==> config.mk <==
export PLATFORM = sky130hd
export DESIGN_NAME = trapezoid_profile_pd_motor_drive
export DESIGN_NICKNAME = d
export VERILOG_FILES = /design/src/tppmd_pkg.sv /design/src/trapezoid_profile_pd_motor_drive.sv /design/src/tppmd_profile.sv /design/src/tppmd_pd.sv
export SDC_FILE = /design/constraint.sdc
export NUM_CORES = 2
export LEC_CHECK = 0
export ABC_AREA = 1
export BUFFER_PORTS_ARGS = -buffer_cell sky130_fd_sc_hd__clkbuf_2
export CORE_ASPECT_RATIO = 1.25
export CORE_MARGIN = 3
export CORE_UTILIZATION = 30
export CTS_BUF_LIST = sky130_fd_sc_hd__clkbuf_16
export CTS_CLUSTER_SIZE = 14
export DETAILED_ROUTE_END_ITERATION = 6
export GPL_TIMING_DRIVEN = 0
export PLACE_DENSITY_LB_ADDON = 0.12
export SETUP_SLACK_MARGIN = 0.15
export SYNTH_ARGS = -nofsm -noshare
export SYNTH_HDL_FRONTEND = slang
export SYNTH_SLANG_ARGS = --single-unit
==> constraint.sdc <==
create_clock -name clk -period 20.2 [get_ports clk]
set_input_delay 1.01 -clock clk [delete_from_list [all_inputs] [get_ports clk]]
set_output_delay 1.01 -clock clk [all_outputs]
set_load 0.01 [all_outputs]
==> src/tppmd_pkg.sv <==
`default_nettype none

package tppmd_pkg;

  localparam int DRIVE_LIMIT       = 1024;
  localparam int FULL_ON_THRESHOLD = 900;
  localparam logic [9:0] MAG_MAX   = 10'h3FF;

  typedef enum logic [2:0] {
    REG_PROP_GAIN    = 3'd0,
    REG_DERIV_GAIN   = 3'd1,
    REG_ERROR_LIMIT  = 3'd2,
    REG_ACCEL_STEP   = 3'd3,
    REG_COAST_SPEED  = 3'd4,
    REG_DECEL_POINT  = 3'd5,
    REG_PROFILE_BASE = 3'd6,
    REG_MOVE_TARGET  = 3'd7
  } reg_index_t;

  typedef struct packed {
    logic signed [15:0] prop_gain;
    logic signed [15:0] deriv_gain;
    logic [14:0]        error_limit;
    logic [31:0]        accel_step;
    logic [31:0]        coast_speed;
    logic [31:0]        decel_point;
    logic signed [31:0] profile_base;
    logic signed [31:0] move_target;
  } cfg_t;

  typedef struct packed {
    logic               action;
    logic signed [31:0] measured_position;
    logic               move_negative;
    logic               follow_mode;
    logic               speed_mode;
    logic               speed_target_valid;
    logic [31:0]        speed_target;
    logic               power_off;
  } tick_t;

  typedef struct packed {
    logic signed [15:0] err;
    logic signed [16:0] delta;
    logic signed [31:0] set_point;
    logic [31:0]        speed;
    logic               moving;
    logic               fault;
    logic               ramp;
    logic               power_off;
  } err_word_t;

endpackage

`default_nettype wire

==> src/trapezoid_profile_pd_motor_drive.sv <==
// Trapezoidal-profile PD position drive. One input word is one control tick; each
// tick gives one result word. Words pass an input register, the profile and
// error stage (which holds all profile state) and the PD / PWM output register,
// in that order, and a new tick is taken
// every cycle while the output side keeps up. Ready follows out_ready through
// the whole pipeline. Configuration writes take effect at once and belong to
// idle periods only.

`default_nettype none

module trapezoid_profile_pd_motor_drive
  import tppmd_pkg::*;
(
  input  wire logic               clk,
  input  wire logic               rst,
  input  wire logic               cfg_we,
  input  wire logic [2:0]         cfg_index,
  input  wire logic [31:0]        cfg_data,
  input  wire logic               in_valid,
  output logic                    in_ready,
  input  wire logic               action,
  input  wire logic signed [31:0] measured_position,
  input  wire logic               move_negative,
  input  wire logic               follow_mode,
  input  wire logic               speed_mode,
  input  wire logic               speed_target_valid,
  input  wire logic [31:0]        speed_target,
  input  wire logic               power_off,
  output logic                    out_valid,
  input  wire logic               out_ready,
  output logic                    drive_forward,
  output logic                    drive_reverse,
  output logic [7:0]              pwm_duty_byte,
  output logic signed [31:0]      set_point,
  output logic [31:0]             current_speed,
  output logic                    move_active,
  output logic                    motion_fault,
  output logic                    ramping
);

  cfg_t      cfg;
  tick_t     tick;
  err_word_t word;
  logic      adv;
  logic      s1_vld;
  logic      s2_vld;

  assign adv      = !out_valid || out_ready;
  assign in_ready = adv;

  always_ff @(posedge clk) begin
    if (rst) begin
      cfg <= '{prop_gain: '0, deriv_gain: '0, error_limit: 15'h7FFF, accel_step: '0,
               coast_speed: '0, decel_point: '0, profile_base: '0, move_target: '0};
    end else if (cfg_we) begin
      unique case (reg_index_t'(cfg_index))
        REG_PROP_GAIN:    cfg.prop_gain    <= cfg_data[15:0];
        REG_DERIV_GAIN:   cfg.deriv_gain   <= cfg_data[15:0];
        REG_ERROR_LIMIT:  cfg.error_limit  <= cfg_data[14:0];
        REG_ACCEL_STEP:   cfg.accel_step   <= cfg_data;
        REG_COAST_SPEED:  cfg.coast_speed  <= cfg_data;
        REG_DECEL_POINT:  cfg.decel_point  <= cfg_data;
        REG_PROFILE_BASE: cfg.profile_base <= cfg_data;
        REG_MOVE_TARGET:  cfg.move_target  <= cfg_data;
        default: ;
      endcase
    end
  end

  always_ff @(posedge clk) begin
    if (rst) begin
      s1_vld    <= 1'b0;
      s2_vld    <= 1'b0;
      out_valid <= 1'b0;
    end else if (adv) begin
      s1_vld    <= in_valid;
      s2_vld    <= s1_vld;
      out_valid <= s2_vld;
    end
  end

  always_ff @(posedge clk) begin
    if (adv && in_valid) begin
      tick <= '{action: action, measured_position: measured_position,
                move_negative: move_negative, follow_mode: follow_mode,
                speed_mode: speed_mode, speed_target_valid: speed_target_valid,
                speed_target: speed_target, power_off: power_off};
    end
  end

  tppmd_profile u_profile (
    .clk  (clk),
    .rst  (rst),
    .fire (adv && s1_vld),
    .tick (tick),
    .cfg  (cfg),
    .word (word)
  );

  tppmd_pd u_pd (
    .clk           (clk),
    .load          (adv && s2_vld),
    .word          (word),
    .cfg           (cfg),
    .drive_forward (drive_forward),
    .drive_reverse (drive_reverse),
    .pwm_duty_byte (pwm_duty_byte),
    .set_point     (set_point),
    .current_speed (current_speed),
    .move_active   (move_active),
    .motion_fault  (motion_fault),
    .ramping       (ramping)
  );

  a_one_direction: assert property (@(posedge clk) disable iff (rst)
    out_valid && drive_forward |-> !drive_reverse) else $error("both directions on");

  a_off_duty: assert property (@(posedge clk) disable iff (rst)
    out_valid && !drive_forward && !drive_reverse |-> pwm_duty_byte == 8'hFF)
    else $error("drive off with non-idle duty");

endmodule

`default_nettype wire

==> src/tppmd_profile.sv <==
`default_nettype none

module tppmd_profile
  import tppmd_pkg::*;
(
  input  wire logic      clk,
  input  wire logic      rst,
  input  wire logic      fire,
  input  wire tick_t     tick,
  input  wire cfg_t      cfg,
  output err_word_t      word
);

  logic [31:0]        speed;
  logic [63:0]        acc;
  logic [31:0]        tcs;
  logic signed [31:0] sp;
  logic signed [15:0] prev_err;
  logic               moving;
  logic               fault;
  logic               ramp;

  logic [63:0]        acc0, acc_sum, acc_next;
  logic [31:0]        spd0, tcs0, tcs1, spd_next, ramped, dn, travel;
  logic [32:0]        up;
  logic               flt0, mov0, sp_branch, decel, end_move, hit;
  logic signed [31:0] place, sp_used;
  logic signed [32:0] err33, lim33, errc;
  logic signed [15:0] err16;
  logic signed [16:0] delta;

  always_comb begin
    acc0 = tick.action ? 64'd0 : acc;
    spd0 = tick.action ? 32'd0 : speed;
    flt0 = tick.action ? 1'b0 : fault;
    tcs0 = tick.action ? cfg.coast_speed : tcs;
    mov0 = tick.action | moving;
    sp_branch = !mov0 && !tick.follow_mode && tick.speed_mode;
    tcs1 = (sp_branch && tick.speed_target_valid) ? tick.speed_target : tcs0;

    up = {1'b0, spd0} + {1'b0, cfg.accel_step};
    dn = (spd0 > cfg.accel_step) ? spd0 - cfg.accel_step : 32'd0;
    if (spd0 < tcs1) begin
      ramped = (up > {1'b0, tcs1}) ? tcs1 : up[31:0];
    end else if (spd0 > tcs1) begin
      ramped = (dn < tcs1) ? tcs1 : dn;
    end else begin
      ramped = spd0;
    end

    decel    = acc0[55:24] > cfg.decel_point;
    end_move = mov0 && decel && (dn < cfg.accel_step);

    if (mov0) begin
      spd_next = decel ? (end_move ? 32'd0 : dn) : ramped;
    end else if (sp_branch) begin
      spd_next = ramped;
    end else begin
      spd_next = spd0;
    end

    acc_sum  = acc0 + {32'd0, spd_next};
    acc_next = (mov0 || sp_branch) ? acc_sum : acc0;
    travel   = acc_sum[55:24];
    place    = tick.move_negative ? cfg.profile_base - $signed(travel)
                                  : cfg.profile_base + $signed(travel);

    if (mov0) begin
      sp_used = end_move ? cfg.move_target : place;
    end else if (tick.follow_mode) begin
      sp_used = tick.measured_position;
    end else if (tick.speed_mode) begin
      sp_used = place;
    end else begin
      sp_used = sp;
    end

    err33 = {sp_used[31], sp_used} - {tick.measured_position[31], tick.measured_position};
    lim33 = $signed({18'd0, cfg.error_limit});
    hit   = 1'b1;
    if (err33 > lim33) begin
      errc = lim33;
    end else if (err33 < -lim33) begin
      errc = -lim33;
    end else begin
      errc = err33;
      hit  = 1'b0;
    end
    err16 = errc[15:0];
    delta = {err16[15], err16} - {prev_err[15], prev_err};
  end

  always_ff @(posedge clk) begin
    if (rst) begin
      speed    <= '0;
      acc      <= '0;
      tcs      <= '0;
      sp       <= '0;
      prev_err <= '0;
      moving   <= 1'b0;
      fault    <= 1'b0;
      ramp     <= 1'b0;
    end else if (fire) begin
      speed    <= spd_next;
      acc      <= acc_next;
      tcs      <= sp_branch ? tcs1 : tcs0;
      sp       <= tick.power_off ? tick.measured_position : sp_used;
      prev_err <= err16;
      moving   <= mov0 & ~end_move;
      fault    <= flt0 | hit;
      ramp     <= sp_branch ? (spd0 != tcs1) : ramp;
    end
  end

  always_ff @(posedge clk) begin
    if (fire) begin
      word.err       <= err16;
      word.delta     <= delta;
      word.set_point <= sp_used;
      word.speed     <= spd_next;
      word.moving    <= mov0 & ~end_move;
      word.fault     <= flt0 | hit;
      word.ramp      <= sp_branch ? (spd0 != tcs1) : ramp;
      word.power_off <= tick.power_off;
    end
  end

  // a start always leaves a move running: distance is zero, never past decel_point
  a_start_moves: assert property (@(posedge clk) disable iff (rst)
    fire && tick.action |=> moving) else $error("move not running after start");

  a_no_spurious_move: assert property (@(posedge clk) disable iff (rst)
    !moving && !(fire && tick.action) |=> !moving)
    else $error("move began without a start");

  a_clamp_sets_fault: assert property (@(posedge clk) disable iff (rst)
    fire && hit |=> fault) else $error("clamped error without fault");

endmodule

`default_nettype wire

==> src/tppmd_pd.sv <==
`default_nettype none

module tppmd_pd
  import tppmd_pkg::*;
(
  input  wire logic        clk,
  input  wire logic        load,
  input  wire err_word_t   word,
  input  wire cfg_t        cfg,
  output logic             drive_forward,
  output logic             drive_reverse,
  output logic [7:0]       pwm_duty_byte,
  output logic signed [31:0] set_point,
  output logic [31:0]      current_speed,
  output logic             move_active,
  output logic             motion_fault,
  output logic             ramping
);

  logic signed [31:0] p_term;
  logic signed [32:0] d_term;
  logic signed [33:0] sum;
  logic signed [16:0] sat;
  logic [16:0]        mag17;
  logic [9:0]         mag;
  logic [9:0]         inv;
  logic               fwd, rev;

  always_comb begin
    p_term = cfg.prop_gain * word.err;
    d_term = cfg.deriv_gain * word.delta;
    sum    = 34'(p_term) + 34'(d_term);
    if (sum > 34'sd32767) begin
      sat = 17'sd32767;
    end else if (sum < -34'sd32768) begin
      sat = -17'sd32768;
    end else begin
      sat = sum[16:0];
    end

    rev   = sat[16];
    fwd   = ~sat[16];
    mag17 = rev ? 17'(-sat) : 17'(sat);
    if (mag17 > 17'(DRIVE_LIMIT)) begin
      mag17 = 17'(DRIVE_LIMIT);
    end
    if (word.power_off) begin
      fwd   = 1'b0;
      rev   = 1'b0;
      mag17 = '0;
    end
    if (mag17 > 17'(FULL_ON_THRESHOLD) || mag17 > {7'd0, MAG_MAX}) begin
      mag = MAG_MAX;
    end else begin
      mag = mag17[9:0];
    end
    inv = MAG_MAX - mag;
  end

  always_ff @(posedge clk) begin
    if (load) begin
      drive_forward <= fwd;
      drive_reverse <= rev;
      pwm_duty_byte <= inv[9:2];
      set_point     <= word.set_point;
      current_speed <= word.speed;
      move_active   <= word.moving;
      motion_fault  <= word.fault;
      ramping       <= word.ramp;
    end
  end

endmodule

`default_nettype wire

; After elaboration in Yosys (flattened, before gate mapping)
; Cells that the tools add are included.
[totals]
inputBits = 110
word_cells = 139
register_bits = 637
out_inout_bits = 79
[op_classes]
n_eq_ne = 8
magnitude_cmp = 14
reduce_logical = 23
mux = 33
bitwise = 5
addsub = 11
n_mul = 2
[ops]
columns = operator, n
row1 = $mux 32, 19
row2 = $mux 64, 2
row3 = $gt 32x32->1, 3
row4 = $lt 32x32->1, 3
row5 = $mux 17, 5
row6 = $add 64x32->64, 1
row7 = $sub 32x32->32, 2
row8 = $add 32x33->34, 1
row9 = $gt 17x10->1 const B, 2
row10 = $gt 34x16->1 const B, 1
row11 = $lt 34x16->1 const B, 1
row12 = $add 32x32->33, 1
row13 = $gt 33x16->1, 1
row14 = $gt 33x32->1, 1
row15 = $lt 33x33->1, 1
row16 = $mul 16x17->33, 1
row17 = $neg 15->33, 1
row18 = $sub 32x32->33, 1
row19 = $add 32x32->32, 1
row20 = $mul 16x16->32, 1
row21 = $mux 16, 2
row22 = $ne 32x32->1, 1
row23 = $gt 17x11->1 const B, 1
row24 = $neg 17->17, 1
row25 = other kinds (15), 42

; Logic depth before layout (Yosys ltp)
[depth]
word_depth = 23
depth_mapped = 127
mapped_depth_nobuf = 121

; By module
; Synthesis repeated with hierarchy kept, for this count alone.
[unflattened]
hier_cells = 9396
hier_area_um2 = 67688.7
[modules_own_cells]
columns = mod, seq_area_each_um2, cells_per_inst, area_per_inst_um2, n_inst
row1 = tppmd_profile, 6456.2, 5026, 31946.9, 1
row2 = tppmd_pd, 2312.2, 3128, 25530.7, 1
row3 = trapezoid_profile_pd_motor_drive, 6306.0, 1242, 10211.0, 1

; Worst setup path after synthesis
; Ideal clock, no wire load.
[synth_timing]
path_type = reg-to-reg
from = register tick[69] (netlist name)
to = register u_profile.word[83] (netlist name)
t_required_ps = 19942
n_path_buf = 11
stages_incl_launch_ff = 120
t_arrival_ps = 15781
setup_time_ps = 258
slack_ps = 4161
synth_period_minus_slack_ps = 16039
path_cell_list = edfxtp_1 buf_6 buf_2 buf_4 clkbuf_1 clkbuf_1 buf_1 nor2_1 ha_1 clkbuf_1 a21o_1 nand3_1 nand2_1 a21oi_1 nand2_1 nand2_1 nand2_2 nand2_1 [... 84 more ...] ha_1 nand2_1 nor2_1 a211oi_1 o21ai_0 nand3_1 nand2_1 nand3_1 nand2_1 a21oi_1 o21bai_1 nand2_1 nand2_1 a21oi_1 nor2_1 o21ai_0 nand2_1 xor2_1
[synth_between]
elab_chain_cells = 23
elab_cells_between_ends = 43
cone_classes = add/sub (7) / order compare (9) / mux (20) / bitwise (1) / reduce/logical (6)
[synth_rtl]
columns = item, line_no
row1 = "parallel branches: the longest is 11 deep, another holds $sub 32x32->32", -
row2 = $mux 32 (*), tppmd_profile.sv:54  ; if (mov0) begin
row3 = via u_profile.spd_next[0], tppmd_profile.sv:24  ; logic [31:0] spd0, tcs0, tcs1, spd_next, ramped, dn, travel;
row4 = $add 64x32->64 (*), tppmd_profile.sv:62  ; acc_sum = acc0 + {32'd0, spd_next};
row5 = $add 32x32->32 / $sub 32x32->32 (equally long branches), "tppmd_profile.sv:66, tppmd_profile.sv:65"
row6 = $mux 32 (*), tppmd_profile.sv:65  ; place = tick.move_negative ? cfg.profile_base - $signed(travel)
row7 = $mux 32, tppmd_profile.sv:72  ; end else if (tick.speed_mode) begin
row8 = $mux 32, tppmd_profile.sv:70  ; end else if (tick.follow_mode) begin
row9 = $mux 32 (*), tppmd_profile.sv:68  ; if (mov0) begin
row10 = via u_profile.sp_used[26], tppmd_profile.sv:27  ; logic signed [31:0] place, sp_used;
row11 = $sub 32x32->33 (*), tppmd_profile.sv:78  ; err33 = {sp_used[31], sp_used} - {tick.measured_position[31], tick.measured_position};
row12 = $lt 33x33->1, tppmd_profile.sv:83  ; end else if (err33 < -lim33) begin
row13 = $mux 16, tppmd_profile.sv:83
row14 = $mux 16 (*), tppmd_profile.sv:81  ; if (err33 > lim33) begin
row15 = via u_profile.errc[2], tppmd_profile.sv:28  ; logic signed [32:0] err33, lim33, errc;
row16 = $sub 16x16->17 (*), tppmd_profile.sv:90  ; delta = {err16[15], err16} - {prev_err[15], prev_err};
row17 = via u_profile.delta[15], tppmd_profile.sv:30  ; logic signed [16:0] delta;
; Mark *: on every way through the listed nets, which the timed path passes.
; A chain may end at the register's enable or synchronous reset.

; Worst setup path after layout
[layout_timing]
from = register tick[69] (netlist name)
to = register u_profile.word[83] (netlist name)
[layout_between]
elab_chain_cells = 23
elab_cells_between_ends = 43
cone_classes = add/sub (7) / order compare (9) / mux (20) / bitwise (1) / reduce/logical (6)
[layout_rtl]
columns = item, line_no
row1 = "parallel branches: the longest is 11 deep, another holds $sub 32x32->32", -
row2 = $mux 32 (*), tppmd_profile.sv:54
row3 = via u_profile.spd_next[6], tppmd_profile.sv:24
row4 = $add 64x32->64 (*), tppmd_profile.sv:62
row5 = $add 32x32->32 / $sub 32x32->32 (equally long branches), "tppmd_profile.sv:66, tppmd_profile.sv:65"
row6 = $mux 32 (*), tppmd_profile.sv:65
row7 = $mux 32, tppmd_profile.sv:72
row8 = $mux 32, tppmd_profile.sv:70
row9 = $mux 32 (*), tppmd_profile.sv:68
row10 = via u_profile.sp_used[27], tppmd_profile.sv:27
row11 = $sub 32x32->33 (*), tppmd_profile.sv:78
row12 = $lt 33x33->1, tppmd_profile.sv:83
row13 = $mux 16, tppmd_profile.sv:83
row14 = $mux 16 (*), tppmd_profile.sv:81
row15 = via u_profile.errc[2], tppmd_profile.sv:28
row16 = $sub 16x16->17 (*), tppmd_profile.sv:90
row17 = via u_profile.delta[15], tppmd_profile.sv:30
; Marks and branches as above.

==> results.md <==
- The worst register-to-register path has a depth of 108.
- The total number of yosys warnings is 0.
- The flow ran to the end, but the final reports show violations.
- The initial utilization of the core area, before any placement, comes to 0.303.
- The critical path class is flop to flop.
- Along the worst hold path, the cell count comes to 0.
- After layout, the design draws a total of 9.78 mW.
- After synthesis the netlist holds a flip-flop and latch count of 629.
- The number of different library cells used by synthesis comes to 66.
- The arrival time of the worst setup path is 19,250 ps.
- The per-instance average area after synthesis is 7.41 um2.
- The clock root buffer is sky130_fd_sc_hd__clkbuf_16.
- In this run the core area contains 190 standard-cell rows.
- The overall routing resource usage is 0.246.
- The number of antenna violations at the first check in global routing came to 28.
- The number of global-route vias before repair is 59,158.
- In the final design database the tool counted 10,326 nets.
- For this run, the slowest stage of the critical path takes 510 ps.
- The type of destination of the critical path is a flop.
- The critical path launch point is tick[69]$_DFFE_PP_.
- Summed over all layers, the global routing overflow is 0.
- The area of the die is 0.223 mm2.
- The congestion estimate from routability-driven global placement came to 0.972.
- The number of clock sinks is 629.
- The fraction of the mapped netlist area in compound gates is 0.131.
- The endpoint of the most critical setup path is u_profile.word[83]$_DFFE_PP_.
- Derived from the worst setup path, the maximum achievable clock frequency is 0.0531 GHz.
- Entering global routing, the biggest net connects 47 pins.
- When the netlist entered floorplanning its net count stood at 10,047.
- The routed via count is 58,673.
- The layout has 23,529 filler cells.
- The height of the die is 527 um.
- The area growth from synthesis to layout is 12.2%.
- The reg-to-reg endpoint is u_profile.word[83]$_DFFE_PP_.
- Including well taps, the total number of placed cells is 11,865.
- Clock latency on the worst-skew pair, taken at its later pin, is 690 ps.
- Summing all non-filler instances in the final layout gives an area of 0.0732 mm2.
- For the finished layout, the period the worst path requires is 18,840 ps.
- Of the post-synthesis cell area, the part taken by muxes is 0.
- For this block, the initial DRC count from the detailed router was 3,976.
- The static power due to leakage is 37.0 nW.
- The quantity of I/O buffers inserted on ports is 173.
- The xor and xnor fraction of the mapped netlist area is 0.0276.
- TritonCTS built the clock tree.
- The fraction of final layout cells with drive strength greater than 1 is 0.0758.
- The placed instances occupy a cell area of 0.0700 mm2.
- STA classifies the critical path startpoint as a flop.
- After detailed routing, the average wire length per cell comes to 23.2 um.
- The length of the first detailed-routing pass in iterations is 5.
- The number of max-slew violations in the final report is 0.
- The combinational family with the most area after synthesis is adder cells.
- The width of the die is 423 um.
- For this run, the leading register cell type out of synthesis is sky130_fd_sc_hd__dfxtp_1.
- After floorplanning, the core was sized to cover 0.215 mm2.
- The checks that failed: antenna rules.
- The total of endpoints with negative setup slack in the final report is 0.
- The count of antenna-violating nets left after detailed routing is 1.
- The worst hold path belongs to the class flop to flop.
- Detailed placement ended at an HPWL of 233,000 um.
- In this run the deepest clock path goes through 3 buffers.
- The global-route wire length before repair is 402,000 um.
- The number of clock buffers inserted by TritonCTS is 75.
- In this run the critical register-to-register path is launched from tick[69]$_DFFE_PP_.
- The count of final hold-check violations is 0.
- The multi-input combinational cells in the finished layout cover a total of 0.0423 mm2.
- The total power per unit cell area is 134 mW/mm2.
- Setup repair after global routing left no endpoint under its margin.
- The post-route non-filler standard cell count is 12,038.
- The synthesized-area fraction occupied by and/or/nand/nor cells is 0.194.
- After routing, the total negative slack on setup checks comes to 0 ps.
- The slowest cell on the critical path is sky130_fd_sc_hd__o31ai_1.
- Across all register-to-register paths, the minimum setup slack is 1360 ps.
- For this design, the CTS-stage hold fixing added 0 buffers.
- In this run the tightest slew margin relative to its limit is 0.0288.
- The highest net fanout along the worst path is 19.
- The post-synthesis adder-cell area fraction is 0.287.
- Using the TritonRoute via totals, the vias-per-cell ratio works out to 4.87.
- For this run, the register share of the synthesized area comes to 0.231.
- At the pin with the least slew margin, the transition time is 1460 ps.
- The final worst-path cycle share is 0.932.
- In the routed design, unresolved DRC markers number 0.
- Among the stages of the critical path, the cell type that occurs most often is sky130_fd_sc_hd__nand2_1.
- The worst-case IR drop observed on VDD is 178 uV.
- The max-cap violation count is 0.
- The summed instance area of the synthesized netlist is 0.0652 mm2.
- In this run the number of H-tree levels came out at 3.
- For this run, asynchronously set or reset flops after synthesis account for 0.
- In this run, synthesis inferred 248 flip-flops with an integrated enable.
- After clock tree synthesis, the clock-pin slew on the worst setup and hold paths is 60 ps.
- Between clock sinks in the finished design, the worst skew comes to 36.6 ps.
- For the worst setup path, the data required time is 20,610 ps.
- The register area is 0.0151 mm2.
- Synthesis produced 8,802 cells.
- The number of top-level pins is 189.
- The routed design has 279,000 um of wire.
metal layers:
metal / wire length (um) / GRT usage / share of wire
met4: 16000 / 0.120 / 0.057
met2: 142000 / 0.451 / 0.51
met5: 0 / 0 / 0
met1: 109000 / 0.285 / 0.39
met3: 11300 / 0.0241 / 0.041
worst min-delay path by stage:
stage,start,end
finish,u_profile.word[49]$_DFFE_PP_,u_pd.set_point[13]$_DFFE_PP_
global route,u_profile.word[10]$_DFFE_PP_,u_pd.current_speed[6]$_DFFE_PP_
CTS,u_profile.word[49]$_DFFE_PP_,u_pd.set_point[13]$_DFFE_PP_
detailed placement,u_profile.word[63]$_DFFE_PP_,u_pd.set_point[27]$_DFFE_PP_
global placement,u_profile.word[20]$_DFFE_PP_,u_pd.current_speed[16]$_DFFE_PP_
floorplan,u_profile.word[4]$_DFFE_PP_,u_pd.current_speed[0]$_DFFE_PP_
stage by stage:
| step | setup slack (ps) | utilization | hold WS, ps |
|---|---|---|---|
| floorplan | 4160 | - | 400 |
| global placement | -4050 | 0.324 | 402 |
| detailed placement | -4140 | 0.325 | 405 |
| CTS | 157 | 0.338 | 418 |
| global route | 85.6 | 0.340 | 421 |
| finish | 1360 | 0.340 | 416 |
where the power goes:
part / total [mW] / internal (mW) / switching [mW]
Clock: 1.37 / 0.754 / 0.613
Sequential: 1.57 / 1.47 / 0.100
Combinational: 6.84 / 2.20 / 4.65
Total: 9.78 / 4.42 / 5.36
timing repair:
| action | in CTS | in global routing |
|---|---|---|
| setup buffers | 7 | 13 |
| pin swaps | 4 | 11 |
| endpoints found under the setup margin | 51 | 15 |
| resized for setup | 85 | 109 |
final cells by class:
class | count | area share
Antenna cell | 15 | 0.000513
Buffer | 367 | 0.0219
Clock buffer | 79 | 0.0270
Clock inverter | 60 | 0.00591
Inverter | 1850 | 0.0949
Multi-Input combinational cell | 5955 | 0.578
Sequential cell | 629 | 0.206
Tap cell | 2880 | 0.0492
Timing Repair Buffer | 203 | 0.0169
cells by family (layout without fill, tap and decap cells):
kind of cell	Yosys count	after routing
AO/OA/AOI/OAI	1554	1554
other	0	15
adder cells (fa/ha/maj)	1135	1135
buffers and inverters	2218	2559
XOR/XNOR	205	205
AND/OR/NAND/NOR	3061	3061
flip-flops	629	629
cell usage in the layout, fill, tap and decap left out, types with 21 or more instances in the layout:
cell and instances:
sky130_fd_sc_hd__inv_1 1818, sky130_fd_sc_hd__nand2_1 1757, sky130_fd_sc_hd__nor2_1 715, sky130_fd_sc_hd__a21oi_1 636, sky130_fd_sc_hd__fa_1 606, sky130_fd_sc_hd__o21ai_0 553
sky130_fd_sc_hd__ha_1 522, sky130_fd_sc_hd__dfxtp_1 381, sky130_fd_sc_hd__clkbuf_1 274, sky130_fd_sc_hd__edfxtp_1 248, sky130_fd_sc_hd__nand3_1 228, sky130_fd_sc_hd__clkbuf_2 192
sky130_fd_sc_hd__xor2_1 138, sky130_fd_sc_hd__o211ai_1 102, sky130_fd_sc_hd__clkbuf_16 79, sky130_fd_sc_hd__nand4_1 65, sky130_fd_sc_hd__nor3_1 63, sky130_fd_sc_hd__o21ai_1 55
sky130_fd_sc_hd__xnor2_1 54, sky130_fd_sc_hd__nand2_2 53, sky130_fd_sc_hd__or2_2 43, sky130_fd_sc_hd__nor2_2 42, sky130_fd_sc_hd__buf_2 35, sky130_fd_sc_hd__inv_2 33
sky130_fd_sc_hd__a31oi_1 33, sky130_fd_sc_hd__buf_4 27, sky130_fd_sc_hd__nand3b_1 23, sky130_fd_sc_hd__clkinv_1 21, sky130_fd_sc_hd__o21bai_1 21
registers in the layout, indices dropped and copies added, names as in the netlist:
signal	flops
tick	70
u_profile.tcs	32
u_profile.speed	32
u_pd.pwm_duty_byte	8
u_profile.acc	56
cfg	207
u_pd.move_active	1
u_profile.word	101
u_pd.drive_forward	1
u_profile.prev_err	16
u_profile.ramp	1
u_profile.sp	32
u_pd.current_speed	32
u_profile.fault	1
u_profile.moving	1
u_pd.motion_fault	1
u_pd.drive_reverse	1
u_pd.set_point	32
s2_vld	1
out_valid	1
u_pd.ramping	1
s1_vld	1
worst max-delay path, delay by kind of cell (launching register included):
family | cells | cell delay [ps]
fa+ha+maj | 7 | 2590
flops | 1 | 470
buf+inv | 16 | 2600
compound gates | 33 | 5630
xor+xnor | 5 | 1220
simple gates | 47 | 5980
cell usage after synthesis (5+ instances only):
master                     number  share of area
sky130_fd_sc_hd__a211oi_1      16         0.0018
sky130_fd_sc_hd__a21boi_0      11         0.0013
sky130_fd_sc_hd__a21boi_1       5        0.00058
sky130_fd_sc_hd__a21o_1        12         0.0014
sky130_fd_sc_hd__a21oi_1      652          0.050
sky130_fd_sc_hd__a21oi_2        5        0.00067
sky130_fd_sc_hd__a221oi_1       9         0.0012
sky130_fd_sc_hd__a22oi_1       13         0.0015
sky130_fd_sc_hd__a31oi_1       33         0.0032
sky130_fd_sc_hd__buf_1         21         0.0012
sky130_fd_sc_hd__buf_2         35         0.0027
sky130_fd_sc_hd__buf_4          6        0.00069
sky130_fd_sc_hd__buf_6          7         0.0012
sky130_fd_sc_hd__clkbuf_1     299          0.017
sky130_fd_sc_hd__clkinv_1       9        0.00052
sky130_fd_sc_hd__dfxtp_1      381           0.12
sky130_fd_sc_hd__edfxtp_1     248           0.11
sky130_fd_sc_hd__fa_1         606           0.19
sky130_fd_sc_hd__ha_1         529           0.10
sky130_fd_sc_hd__inv_1       1810           0.10
sky130_fd_sc_hd__inv_2         31         0.0018
sky130_fd_sc_hd__nand2_1     1778           0.10
sky130_fd_sc_hd__nand2_2       32         0.0031
sky130_fd_sc_hd__nand3_1      229          0.018
sky130_fd_sc_hd__nand3_2        7         0.0011
sky130_fd_sc_hd__nand3b_1      23         0.0026
sky130_fd_sc_hd__nand4_1       65         0.0062
sky130_fd_sc_hd__nor2_1       742          0.043
sky130_fd_sc_hd__nor2_2        22         0.0021
sky130_fd_sc_hd__nor2_4         7         0.0012
sky130_fd_sc_hd__nor3_1        66         0.0051
sky130_fd_sc_hd__nor4_1        26         0.0025
sky130_fd_sc_hd__o211ai_1     102          0.012
sky130_fd_sc_hd__o21a_1        14         0.0016
sky130_fd_sc_hd__o21ai_0      565          0.043
sky130_fd_sc_hd__o21ai_1       55         0.0042
sky130_fd_sc_hd__o21ai_2        5        0.00067
sky130_fd_sc_hd__o21bai_1      21         0.0024
sky130_fd_sc_hd__o221ai_1       7        0.00094
sky130_fd_sc_hd__o22ai_1        6        0.00058
sky130_fd_sc_hd__or2_2         43         0.0041
sky130_fd_sc_hd__xnor2_1       59         0.0079
sky130_fd_sc_hd__xor2_1       145          0.019
(Power assumes the default switching activity.)
